==> config.mk <==
export PLATFORM = sky130hd
export DESIGN_NAME = pixel_alpha_blend_stage
export DESIGN_NICKNAME = d
export VERILOG_FILES = /design/src/sv/pab_pkg.sv /design/src/sv/pixel_alpha_blend_stage.sv /design/src/sv/pab_decode.sv /design/src/sv/pab_mix.sv
export SDC_FILE = /design/constraint.sdc
export NUM_CORES = 1
export LEC_CHECK = 0
export ABC_AREA = 1
export ABC_CLOCK_PERIOD_IN_PS = 5500
export BUFFER_PORTS_ARGS = -buffer_cell sky130_fd_sc_hd__buf_2
export CORE_MARGIN = 8
export CORE_UTILIZATION = 55
export CTS_CLUSTER_SIZE = 28
export DETAILED_ROUTE_END_ITERATION = 10
export HOLD_SLACK_MARGIN = 0.12
export PLACE_DENSITY = 0.83
export RECOVER_POWER = 100
export SLEW_MARGIN = 20
export SYNTH_ARGS = -nofsm -noshare
export SYNTH_HDL_FRONTEND = slang
export SYNTH_SLANG_ARGS = --single-unit
==> constraint.sdc <==
create_clock -name clk -period 5.5 [get_ports clk]
set_clock_uncertainty 0.15 [all_clocks]
set_input_delay 0.275 -clock clk [delete_from_list [all_inputs] [get_ports clk]]
set_output_delay 0.275 -clock clk [all_outputs]
set_load 0.05 [all_outputs]
==> src/sv/pab_pkg.sv <==
// ----------------------------------------------------------------------------
// pab_pkg: shared types and constants for the pixel alpha blend stage
// Pixel and result beat layouts, op codes, register indexes, blend constants.
// ----------------------------------------------------------------------------
package pab_pkg;

	// op codes
	localparam logic [1:0] OP_ALPHA_TEST   = 2'd0;
	localparam logic [1:0] OP_ALPHA_DITHER = 2'd1;
	localparam logic [1:0] OP_BLEND        = 2'd2;
	localparam logic [1:0] OP_NO_WRITE     = 2'd3;

	// configuration register indexes
	localparam int CFG_INDEX_W = 2;
	localparam logic [CFG_INDEX_W-1:0] CFG_DITHER_LOW  = 2'd0;
	localparam logic [CFG_INDEX_W-1:0] CFG_DITHER_HIGH = 2'd1;
	localparam int CFG_DATA_W = 64;

	// alpha limits
	localparam logic [7:0] OPAQUE_MIN = 8'd254;
	localparam logic [7:0] CLEAR_MAX  = 8'd1;
	localparam logic [7:0] FULL_SCALE = 8'd255;

	// divide by 255 with rounding: ((v + 127) * 0x8081) >> 23, exact for 16-bit input
	localparam logic [15:0] ROUND_BIAS  = 16'd127;
	localparam logic [15:0] RECIP_255   = 16'h8081;
	localparam int          RECIP_SHIFT = 23;

	typedef struct packed {
		logic [1:0] op;
		logic [1:0] x_phase;
		logic [1:0] y_phase;
		logic [7:0] src_red;
		logic [7:0] src_green;
		logic [7:0] src_blue;
		logic [7:0] src_alpha;
		logic [7:0] dst_red;
		logic [7:0] dst_green;
		logic [7:0] dst_blue;
		logic [7:0] dst_alpha;
	} pixel_t;

	typedef struct packed {
		logic       write_enable;
		logic [7:0] out_red;
		logic [7:0] out_green;
		logic [7:0] out_blue;
		logic [7:0] out_alpha;
	} result_t;

	// per-beat decision carried down the pipe
	typedef struct packed {
		logic pass_src;
		logic blend;
	} ctrl_t;

	typedef struct packed {
		ctrl_t      ctrl;
		logic [7:0] src_red;
		logic [7:0] src_green;
		logic [7:0] src_blue;
		logic [7:0] src_alpha;
		logic [7:0] dst_red;
		logic [7:0] dst_green;
		logic [7:0] dst_blue;
		logic [7:0] alpha_sum;
	} decode_t;

endpackage

==> src/sv/pixel_alpha_blend_stage.sv <==
// Throughput: one pixel per cycle unless result_stall holds the pipe; three
// register stages (decode, products, reciprocal divide and output select)
// each advance when the next has room.
// Reset clears all stage valid bits and both dither threshold words.
// ----------------------------------------------------------------------------
// pixel_alpha_blend_stage: raster output blend for 8-bit RGBA pixels
// Alpha test, ordered-dither alpha test and source-over blend with write mask.
// ----------------------------------------------------------------------------
module pixel_alpha_blend_stage (
	input  logic                            clk,
	input  logic                            arst_n,
	input  logic                            cfg_we,
	input  logic [pab_pkg::CFG_INDEX_W-1:0] cfg_index,
	input  logic [pab_pkg::CFG_DATA_W-1:0]  cfg_data,
	input  logic                            pixel_valid,
	output logic                            pixel_stall,
	input  pab_pkg::pixel_t                 pixel,
	output logic                            result_valid,
	input  logic                            result_stall,
	output pab_pkg::result_t                result
);

	logic             en1;
	logic             en2;
	logic             en3;
	logic             valid_s1;
	pab_pkg::decode_t dec_s1;
	logic             valid_s2;
	pab_pkg::ctrl_t   ctrl_s2;
	logic [7:0]       src_red_s2;
	logic [7:0]       src_green_s2;
	logic [7:0]       src_blue_s2;
	logic [7:0]       src_alpha_s2;
	logic [7:0]       alpha_sum_s2;
	logic [7:0]       quo_red;
	logic [7:0]       quo_green;
	logic [7:0]       quo_blue;
	logic             valid_s3;
	pab_pkg::result_t result_s3;
	pab_pkg::result_t res;

	// a stage moves when it is empty or the one after it moves
	assign en3 = !valid_s3 || !result_stall;
	assign en2 = !valid_s2 || en3;
	assign en1 = !valid_s1 || en2;
	assign pixel_stall = !en1;

	pab_decode u_decode (
		.clk         (clk),
		.arst_n      (arst_n),
		.cfg_we      (cfg_we),
		.cfg_index   (cfg_index),
		.cfg_data    (cfg_data),
		.en          (en1),
		.pixel_valid (pixel_valid),
		.pixel       (pixel),
		.valid_s1    (valid_s1),
		.dec_s1      (dec_s1)
	);

	pab_mix u_mix_red (
		.clk   (clk),
		.en    (en2 && valid_s1),
		.dst   (dec_s1.dst_red),
		.src   (dec_s1.src_red),
		.alpha (dec_s1.src_alpha),
		.quo   (quo_red)
	);

	pab_mix u_mix_green (
		.clk   (clk),
		.en    (en2 && valid_s1),
		.dst   (dec_s1.dst_green),
		.src   (dec_s1.src_green),
		.alpha (dec_s1.src_alpha),
		.quo   (quo_green)
	);

	pab_mix u_mix_blue (
		.clk   (clk),
		.en    (en2 && valid_s1),
		.dst   (dec_s1.dst_blue),
		.src   (dec_s1.src_blue),
		.alpha (dec_s1.src_alpha),
		.quo   (quo_blue)
	);

	always_ff @(posedge clk or negedge arst_n) begin
		if (!arst_n) begin
			valid_s2 <= 1'b0;
		end else if (en2) begin
			valid_s2 <= valid_s1;
		end
	end

	always_ff @(posedge clk) begin
		if (en2 && valid_s1) begin
			ctrl_s2      <= dec_s1.ctrl;
			src_red_s2   <= dec_s1.src_red;
			src_green_s2 <= dec_s1.src_green;
			src_blue_s2  <= dec_s1.src_blue;
			src_alpha_s2 <= dec_s1.src_alpha;
			alpha_sum_s2 <= dec_s1.alpha_sum;
		end
	end

	always_comb begin
		res = '0;
		if (ctrl_s2.pass_src) begin
			res.write_enable = 1'b1;
			res.out_red      = src_red_s2;
			res.out_green    = src_green_s2;
			res.out_blue     = src_blue_s2;
			res.out_alpha    = src_alpha_s2;
		end else if (ctrl_s2.blend) begin
			res.write_enable = 1'b1;
			res.out_red      = quo_red;
			res.out_green    = quo_green;
			res.out_blue     = quo_blue;
			res.out_alpha    = alpha_sum_s2;
		end
	end

	always_ff @(posedge clk or negedge arst_n) begin
		if (!arst_n) begin
			valid_s3 <= 1'b0;
		end else if (en3) begin
			valid_s3 <= valid_s2;
		end
	end

	always_ff @(posedge clk) begin
		if (en3 && valid_s2) begin
			result_s3 <= res;
		end
	end

	assign result_valid = valid_s3;
	assign result       = result_s3;

endmodule

==> src/sv/pab_decode.sv <==
// ----------------------------------------------------------------------------
// pab_decode: threshold registers and first pipeline stage
// Holds the dither threshold words, picks the per-beat decision and the
// clamped alpha sum, and registers them with the source and destination.
// ----------------------------------------------------------------------------
module pab_decode (
	input  logic                            clk,
	input  logic                            arst_n,
	input  logic                            cfg_we,
	input  logic [pab_pkg::CFG_INDEX_W-1:0] cfg_index,
	input  logic [pab_pkg::CFG_DATA_W-1:0]  cfg_data,
	input  logic                            en,
	input  logic                            pixel_valid,
	input  pab_pkg::pixel_t                 pixel,
	output logic                            valid_s1,
	output pab_pkg::decode_t                dec_s1
);

	logic [pab_pkg::CFG_DATA_W-1:0] thr_low_q;
	logic [pab_pkg::CFG_DATA_W-1:0] thr_high_q;
	logic [pab_pkg::CFG_DATA_W-1:0] thr_word;
	logic [2:0]                     thr_idx;
	logic [7:0]                     threshold;
	logic [8:0]                     sum_wide;
	pab_pkg::ctrl_t                 ctrl;
	pab_pkg::decode_t               dec;

	always_ff @(posedge clk or negedge arst_n) begin
		if (!arst_n) begin
			thr_low_q  <= '0;
			thr_high_q <= '0;
		end else if (cfg_we) begin
			unique case (cfg_index)
				pab_pkg::CFG_DITHER_LOW:  thr_low_q  <= cfg_data;
				pab_pkg::CFG_DITHER_HIGH: thr_high_q <= cfg_data;
				default: ;
			endcase
		end
	end

	assign thr_word  = pixel.x_phase[1] ? thr_high_q : thr_low_q;
	assign thr_idx   = {pixel.x_phase[0], pixel.y_phase};
	assign threshold = thr_word[{thr_idx, 3'b000} +: 8];
	assign sum_wide  = {1'b0, pixel.dst_alpha} + {1'b0, pixel.src_alpha};

	always_comb begin
		ctrl = '0;
		unique case (pixel.op)
			pab_pkg::OP_ALPHA_TEST:   ctrl.pass_src = pixel.src_alpha >= pab_pkg::OPAQUE_MIN;
			pab_pkg::OP_ALPHA_DITHER: ctrl.pass_src = pixel.src_alpha >= threshold;
			pab_pkg::OP_BLEND: begin
				ctrl.pass_src = pixel.src_alpha >= pab_pkg::OPAQUE_MIN;
				ctrl.blend    = (pixel.src_alpha < pab_pkg::OPAQUE_MIN)
					&& (pixel.src_alpha > pab_pkg::CLEAR_MAX);
			end
			pab_pkg::OP_NO_WRITE: ;
			default: ;
		endcase
	end

	always_comb begin
		dec.ctrl      = ctrl;
		dec.src_red   = pixel.src_red;
		dec.src_green = pixel.src_green;
		dec.src_blue  = pixel.src_blue;
		dec.src_alpha = pixel.src_alpha;
		dec.dst_red   = pixel.dst_red;
		dec.dst_green = pixel.dst_green;
		dec.dst_blue  = pixel.dst_blue;
		dec.alpha_sum = sum_wide[8] ? pab_pkg::FULL_SCALE : sum_wide[7:0];
	end

	always_ff @(posedge clk or negedge arst_n) begin
		if (!arst_n) begin
			valid_s1 <= 1'b0;
		end else if (en) begin
			valid_s1 <= pixel_valid;
		end
	end

	always_ff @(posedge clk) begin
		if (en && pixel_valid) begin
			dec_s1 <= dec;
		end
	end

endmodule

==> src/sv/pab_mix.sv <==
// ----------------------------------------------------------------------------
// pab_mix: one colour channel of the blend
// Stage two registers dst*(255-a) + src*a + 127; the rounded divide by 255
// is a reciprocal multiply on that register, taken by the output stage.
// ----------------------------------------------------------------------------
module pab_mix (
	input  logic       clk,
	input  logic       en,
	input  logic [7:0] dst,
	input  logic [7:0] src,
	input  logic [7:0] alpha,
	output logic [7:0] quo
);

	logic [7:0]  inv_alpha;
	logic [15:0] dst_prod;
	logic [15:0] src_prod;
	logic [15:0] wsum_s2;
	logic [31:0] recip_prod;

	assign inv_alpha = pab_pkg::FULL_SCALE - alpha;
	assign dst_prod  = {8'd0, dst} * {8'd0, inv_alpha};
	assign src_prod  = {8'd0, src} * {8'd0, alpha};

	// sum stays below 2^16 since the two weights add to 255
	always_ff @(posedge clk) begin
		if (en) begin
			wsum_s2 <= dst_prod + src_prod + pab_pkg::ROUND_BIAS;
		end
	end

	assign recip_prod = {16'd0, wsum_s2} * {16'd0, pab_pkg::RECIP_255};
	assign quo        = recip_prod[pab_pkg::RECIP_SHIFT +: 8];

endmodule

==> impl_metrics.json, run 1 <==
{
  "status": "finished, violations left",
  "violations": "max-capacitance violations, max-slew violations, negative setup slack",
  "ys_seq_area_share_pct": 29.14,
  "worst_pin_slew_ns": 4.076,
  "cts_sinks": 320,
  "worst-endpoint-arrival_ns": 6.08,
  "synth_cells": 3482,
  "htree_num_levels": 2,
  "setup_ws_ns": -0.4120,
  "slew_violations": 191,
  "place.gp.congestion": 0.9349,
  "num-fill-cells": 4084,
  "rsz0062_at_grt": "true",
  "r2r_end": "u_mix_green.wsum_s2[13]",
  "min_period_over_period_pct": 107.5,
  "end_kind": "register",
  "setup_violations": 9,
  "avgSynthCellArea_um2": 8.826,
  "ys_types": 49,
  "start_util_pct": 55.67,
  "cp_data_required_time_ns": 5.67,
  "finalWirelength_mm": 87.22,
  "reg2regPathDepth": 22,
  "dpl_cell_area_um2": 32730,
  "min_from": "pixel[3]",
  "slowest_delay_ns": 0.60,
  "root_buffer": "clkbuf_16",
  "max_cap_violations": 2,
  "design_area_um2": 36000,
  "viasPerCell": 5.570,
  "syn_area_um2": 30730,
  "drcViolationCount": 0,
  "slowest_stage": "fa_1",
  "startpoint_type": "register",
  "clkLatencyLatePin_ns": 0.59,
  "die_y_um": 252.4,
  "tritoncts.num_buffers": 38,
  "fin_nets": 4651,
  "yosysWarningCount": 0,
  "area_growth_pct": 17.16,
  "path_cells": "buf_4 -> clkbuf_16 -> nand2_1 -> inv_1 -> fa_1 -> ha_1 -> fa_1 -> fa_1 -> inv_1 -> fa_1 -> fa_1 -> inv_1 -> ha_1 -> nand3_1 -> nand3_2 -> a21oi_4 -> inv_1 -> nand2_1 -> nand2_1 -> nand2_1 -> nand2_1 -> xor2_1",
  "rows": 86,
  "relSlewSlack_pct": -171.7,
  "coreArea_um2": 55200,
  "path_max_fanout": 14,
  "vias": 25630,
  "cts_tree": "built",
  "min_period_ns": 5.912,
  "port-buffer-count": 175,
  "firstDrtPassIters": 7,
  "ant_nets": 0,
  "grt_pass1_wl_mm": 132.1,
  "min_path_type": "in -> reg",
  "drive_above_1_share_pct": 11.16,
  "dieWidth_um": 252.4,
  "wl_per_cell_um": 18.95,
  "synthFlopType": "edfxtp_1",
  "hold-path-endpoint": "u_decode.dec_s1[3]",
  "grt_max_degree": 129,
  "overflow": 0,
  "grt_pass1_vias": 26080,
  "clk_pin_slew_ns": 0.07,
  "holdPathStages": 4,
  "clk_path_buf_depth": 3,
  "final_cell_mix": "730 x nand2_1, 729 x inv_1, 364 x ha_1",
  "grt_usage_pct": 25.91,
  "syn_nets": 4309,
  "dieArea_um2": 63690,
  "io_pins": 176,
  "final_common_cell": "nand2_1",
  "reg2reg_slack_ns": -0.41,
  "yosys_register_bits": 320,
  "ys_async_sr_fraction_pct": 40.94,
  "criticalPathCategory": "reg -> reg",
  "antenna_found_initial": 3,
  "reg2reg_from": "u_decode.dec_s1[34]",
  "max_freq_ghz": 0.1691,
  "synth-edff-count": 189,
  "hpwl_mm": 59.82,
  "hold_viol": 0,
  "drt_iter0_markers": 2436
}
==> worst max-delay path by stage <==
| stage | from | end | slack, ns | cells past startpoint |
|---|---|---|---|---|
| final | u_decode.dec_s1[34] | u_mix_green.wsum_s2[13] | -0.41 | 22 |
| after global routing | u_decode.dec_s1[34] | u_mix_green.wsum_s2[13] | -0.54 | 22 |
| after CTS | u_decode.dec_s1[59] | u_mix_red.wsum_s2[15] | 0.0001 | 20 |
| after detailed placement | u_decode.dec_s1[34] | u_mix_red.wsum_s2[13] | -0.08 | 18 |
| after global placement | u_decode.dec_s1[34] | u_mix_red.wsum_s2[13] | 0.04 | 18 |
| after floorplan | u_decode.dec_s1[36] | u_mix_red.wsum_s2[13] | 0.03 | 20 |
==> flip-flops by register name (all words and copies together) (netlist names), 16 cells and up <==
register,flops
result,33
u_decode.dec_s1,66
u_decode.thr_high_q,64
u_decode.thr_low_q,64
u_mix_blue.wsum_s2,16
u_mix_green.wsum_s2,16
u_mix_red.wsum_s2,16
==> cells in the mapped netlist, types with 7 or more instances <==
| library cell | count | share of area (%) |
|---|---|---|
| a21oi_1 | 131 | 2.1 |
| o21ai_0 | 189 | 3.1 |
| inv_1 | 739 | 9.0 |
| buf_1 | 8 | 0.098 |
| nand3_1 | 85 | 1.4 |
| fa_1 | 310 | 20 |
| nand4_1 | 26 | 0.53 |
| o211ai_1 | 33 | 0.81 |
| dfrtp_1 | 131 | 11 |
| nand3b_1 | 7 | 0.17 |
| o21ai_1 | 30 | 0.49 |
| ha_1 | 376 | 15 |
| clkbuf_2 | 8 | 0.13 |
| xor2_1 | 30 | 0.86 |
| buf_2 | 9 | 0.15 |
| clkbuf_1 | 87 | 1.1 |
| nor3_1 | 10 | 0.16 |
| o21bai_1 | 11 | 0.27 |
| mux2i_1 | 32 | 1.0 |
| xnor2_1 | 21 | 0.60 |
| nor2_1 | 218 | 2.7 |
| edfxtp_1 | 189 | 18 |
| a22o_1 | 8 | 0.23 |
| a21o_1 | 7 | 0.17 |
| nand2_1 | 737 | 9.0 |
==> final cells by class <==
cell class	instances	area, um^2	area share, %
diodes	2	5.005	0.01390
clock buffers	49	1065	2.957
clock inverters	19	198.9	0.5525
inverters	743	2793	7.756
multi-input cells	2299	18810	52.24
flip-flops and latches	320	8954	24.87
well taps	748	935.9	2.599
repair buffers	422	3244	9.011
==> what timing repair did <==
action                                  4_1_cts  5_1_grt
cloned                                        0        4
pin swaps                                     0        9
endpoints found under the setup margin        8       25
endpoints found under the hold margin       257        0
hold buffers                                134        0
setup buffers                                 4       25
resized for setup                             5       83
==> logic make-up after synthesis <==
kind of cell	share of synthesized area [%]
flip-flops	29.14
buffers and inverters	10.77
adder cells (fa/ha/maj)	35.50
XOR/XNOR	1.454
multiplexers	1.042
AND/OR/NAND/NOR	14.49
AO/OA/AOI/OAI	7.602
==> through the flow <==
step | hold WS, ns | worst slack, ns | util, % | TNS, ns | instances
floorplan | -0.1706 | 0.03231 | - | 0 | 3482
global placement | 0.2286 | 0.03677 | 59.29 | 0 | 4365
detailed placement | 0.2319 | -0.07792 | 59.29 | -0.2623 | 4365
CTS | 0.1250 | 0.0001097 | 64.08 | 0 | 4571
global route | 0.2049 | -0.5443 | 65.22 | -4.084 | 4601
finish | 0.1919 | -0.4120 | 65.23 | -2.000 | 4602
==> worst max-delay path, delay by kind of cell, from the launching register on <==
kind / cells / cell delay (ns)
AO/OA/AOI/OAI: 1 / 0.19
XOR/XNOR: 1 / 0.15
adder cells (fa/ha/maj): 7 / 3.22
buffers and inverters: 6 / 0.66
flip-flops: 1 / 0.50
AND/OR/NAND/NOR: 7 / 0.76
==> per-layer routing <==
| metal | track usage [%] | vias up | wire [um] |
|---|---|---|---|
| met1 | 30.94 | 12260 | 31760 |
| met3 | 4.791 | 400 | 7568 |
| met2 | 44.65 | 1363 | 41900 |
| met5 | 0 | - | 19 |
| met4 | 13.01 | 4 | 5974 |
| li1 | - | 11600 | - |
Power of run 1 is left out: the tool's default activity adds up to more than one toggle a clock period on the data nets, which glitch-free logic cannot reach.
==> inputs of run 2 (changes only) <==
--- a/config.mk
+++ b/config.mk
@@ -18,4 +18,5 @@
 export SLEW_MARGIN = 20
 export SYNTH_ARGS = -nofsm -noshare
 export SYNTH_HDL_FRONTEND = slang
+export SYNTH_HIERARCHICAL = 1
 export SYNTH_SLANG_ARGS = --single-unit
==> impl_metrics.json, run 2 <==
{
  "vias": 26710,
  "min_path_type": "in -> reg",
  "max_cap_violations": 2,
  "grt_max_degree": 129,
  "place.gp.congestion": 0.9524,
  "min_from": "pixel[7]",
  "ys_seq_area_share_pct": 27.97,
  "cts_tree": "built",
  "path_max_fanout": 6,
  "grt_pass1_vias": 26900,
  "area_growth_pct": 16.36,
  "yosysMostFrequentCell": "nand2_1",
  "hold_viol": 0,
  "dieArea_um2": 66170,
  "start_util_pct": 55.58,
  "wl_per_cell_um": 17.97,
  "syn_nets": 4640,
  "final_cell_mix": "972 x nand2_1, 839 x inv_1, 354 x ha_1",
  "clk_pin_slew_ns": 0.06,
  "clkLatencyLatePin_ns": 0.58,
  "grt_util_met2_pct": 43.55,
  "ys_async_sr_fraction_pct": 40.94,
  "rows": 88,
  "hold_ws_ns": 0.1588,
  "synth_top_cell_area_share_pct": 19.39,
  "gr-usage-met3_pct": 5.099,
  "reg2reg_slack_ns": -0.0001,
  "rsz0062_at_grt": "true",
  "avgSynthCellArea_um2": 8.394,
  "largest_reg_flops": 66,
  "end_kind": "register",
  "setup_violations": 1,
  "worstSetupStartpoint": "u_decode/dec_s1[36]",
  "synth-edff-count": 189,
  "holdPathStages": 4,
  "tritoncts.num_buffers": 38,
  "violations": "max-capacitance violations, max-slew violations, negative setup slack",
  "firstDrtPassIters": 9,
  "instances_no_fill": 4935,
  "grt_usage_pct": 25.37,
  "r2r_end": "u_mix_red/wsum_s2[9]",
  "top_register": "u_decode/dec_s1",
  "min_period_ns": 5.500,
  "min_period_over_period_pct": 100.0,
  "relSlewSlack_pct": -203.1,
  "top_usage_layer": "met2",
  "ant_nets": 0,
  "grt_use_met1_pct": 31.28,
  "dpl.cell_count": 4695,
  "reg2reg_from": "u_decode/dec_s1[36]",
  "grt_pass1_wl_mm": 136.2,
  "ys_types": 44,
  "viasPerCell": 5.413,
  "root_buffer": "clkbuf_16",
  "reg2regPathDepth": 18,
  "final_common_cell": "nand2_1",
  "synth_cells": 3813,
  "worst_pin_slew_ns": 4.547,
  "slew_violations": 139,
  "drt_iter0_markers": 2529,
  "hold-path-endpoint": "u_decode/dec_s1[7]",
  "yosys-top-cells-count": "984 x nand2_1, 856 x inv_1, 376 x ha_1",
  "io_pins": 176,
  "utilization_pct": 64.67,
  "fin_nets": 4963,
  "finalWirelength_mm": 88.67,
  "die_y_um": 257.2,
  "drive_above_1_share_pct": 11.33,
  "yosys_register_bits": 320,
  "antenna_found_initial": 5,
  "cp_data_required_time_ns": 5.64,
  "synthTopCellsByArea": "fa_1 19%, edfxtp_1 18%, ha_1 15%",
  "synthFlopType": "edfxtp_1",
  "yosysWarningCount": 6,
  "setup_ws_ns": -0.0001412,
  "worst-endpoint-arrival_ns": 5.64,
  "startpoint_type": "register",
  "finalSetupTns_ns": -0.0001412,
  "htree_num_levels": 2,
  "yosysTopAreaCell": "fa_1",
  "criticalPathCategory": "reg -> reg",
  "overflow": 0,
  "max_freq_ghz": 0.1818,
  "syn_area_um2": 32010,
  "port-buffer-count": 175,
  "coreArea_um2": 57590,
  "hpwl_mm": 61.34,
  "clk_path_buf_depth": 3,
  "drcViolationCount": 0,
  "top_regs": "u_decode/dec_s1: 66 flops, u_decode/thr_high_q: 64 flops, u_decode/thr_low_q: 64 flops",
  "cts_sinks": 320,
  "status": "finished, violations left",
  "dieWidth_um": 257.2
}
-- run 2: cell count changes after synthesis, moves of 21 or more --
cell and delta:
inv_1 +117, nand3_1 +63, a21oi_1 -41, buf_4 +31, o21ai_1 -21, o21ai_0 -28
nand2_1 +247, nand3_2 +29, mux2i_1 -32, o211ai_1 -31
-- run 2: worst max path at each step --
stage / endpoint
after global routing: u_mix_red/wsum_s2[13]
after floorplan: u_mix_green/wsum_s2[15]
final: u_mix_red/wsum_s2[9]
after CTS: u_mix_green/wsum_s2[14]
after detailed placement: u_mix_green/wsum_s2[14]
after global placement: u_mix_green/wsum_s2[15]
-- run 2: cells by family (layout without fill, tap and decap cells) --
family	count (synthesis)	after routing	synth area share, %
simple gates	1457	1457	18.96
buf+inv	998	1350	12.54
compound gates	304	304	5.125
flops	320	320	27.97
other cells	0	5	0
fa+ha+maj	686	686	34.09
xor+xnor	48	48	1.313
-- run 2: metrics by stage --
stage / setup slack (ns) / cell area (um^2)
6_report: -0.0001412 / 37240
5_1_grt: -0.1459 / 37240
4_1_cts: -0.03072 / 36500
3_5_place_dp: -0.1024 / 33770
3_3_place_gp: 0.03357 / 33770
2_1_floorplan: -0.02161 / 32050
-- run 2: layout make-up --
cell class	instances	area, um^2
Antenna cell	5	12.51
Multi-Input combinational cell	2495	19530
Timing Repair Buffer	418	3219
Tap cell	765	957.2
Clock buffer	48	998.5
Clock inverter	21	306.5
Fill cell	4408	20340
Inverter	863	3261
Sequential cell	320	8954
-- run 2: timing repair --
action | CTS | global route
endpoints found under the setup margin | 8 | 23
setup buffers | 5 | 24
gates cloned | 1 | 4
hold endpoints to repair | 279 | 0
hold buffers | 132 | 0
gates resized for setup | 5 | 124
pin swaps | 3 | 53
-- run 2: worst max-delay path: stages, from the launching register on --
cell       delay (ns)
edfxtp_1         0.45
buf_12           0.19
clkbuf_16        0.15
inv_2            0.07
nand2_2          0.06
fa_1             0.53
inv_1            0.05
fa_1             0.49
fa_1             0.49
inv_1            0.05
fa_1             0.57
fa_2             0.46
fa_1             0.50
inv_1            0.09
ha_4             0.20
a21oi_4          0.20
o21ai_2          0.10
a31oi_1          0.26
xnor2_1          0.15
-- run 2: layer usage --
metal  vias to the layer above  wire length [um]
li1                      12340                 -
met2                      1294             42670
met3                       303              7629
met1                     12770             34000
met4                         0              4374
met5                         -                 0
Power of run 2 is left out for the same reason.
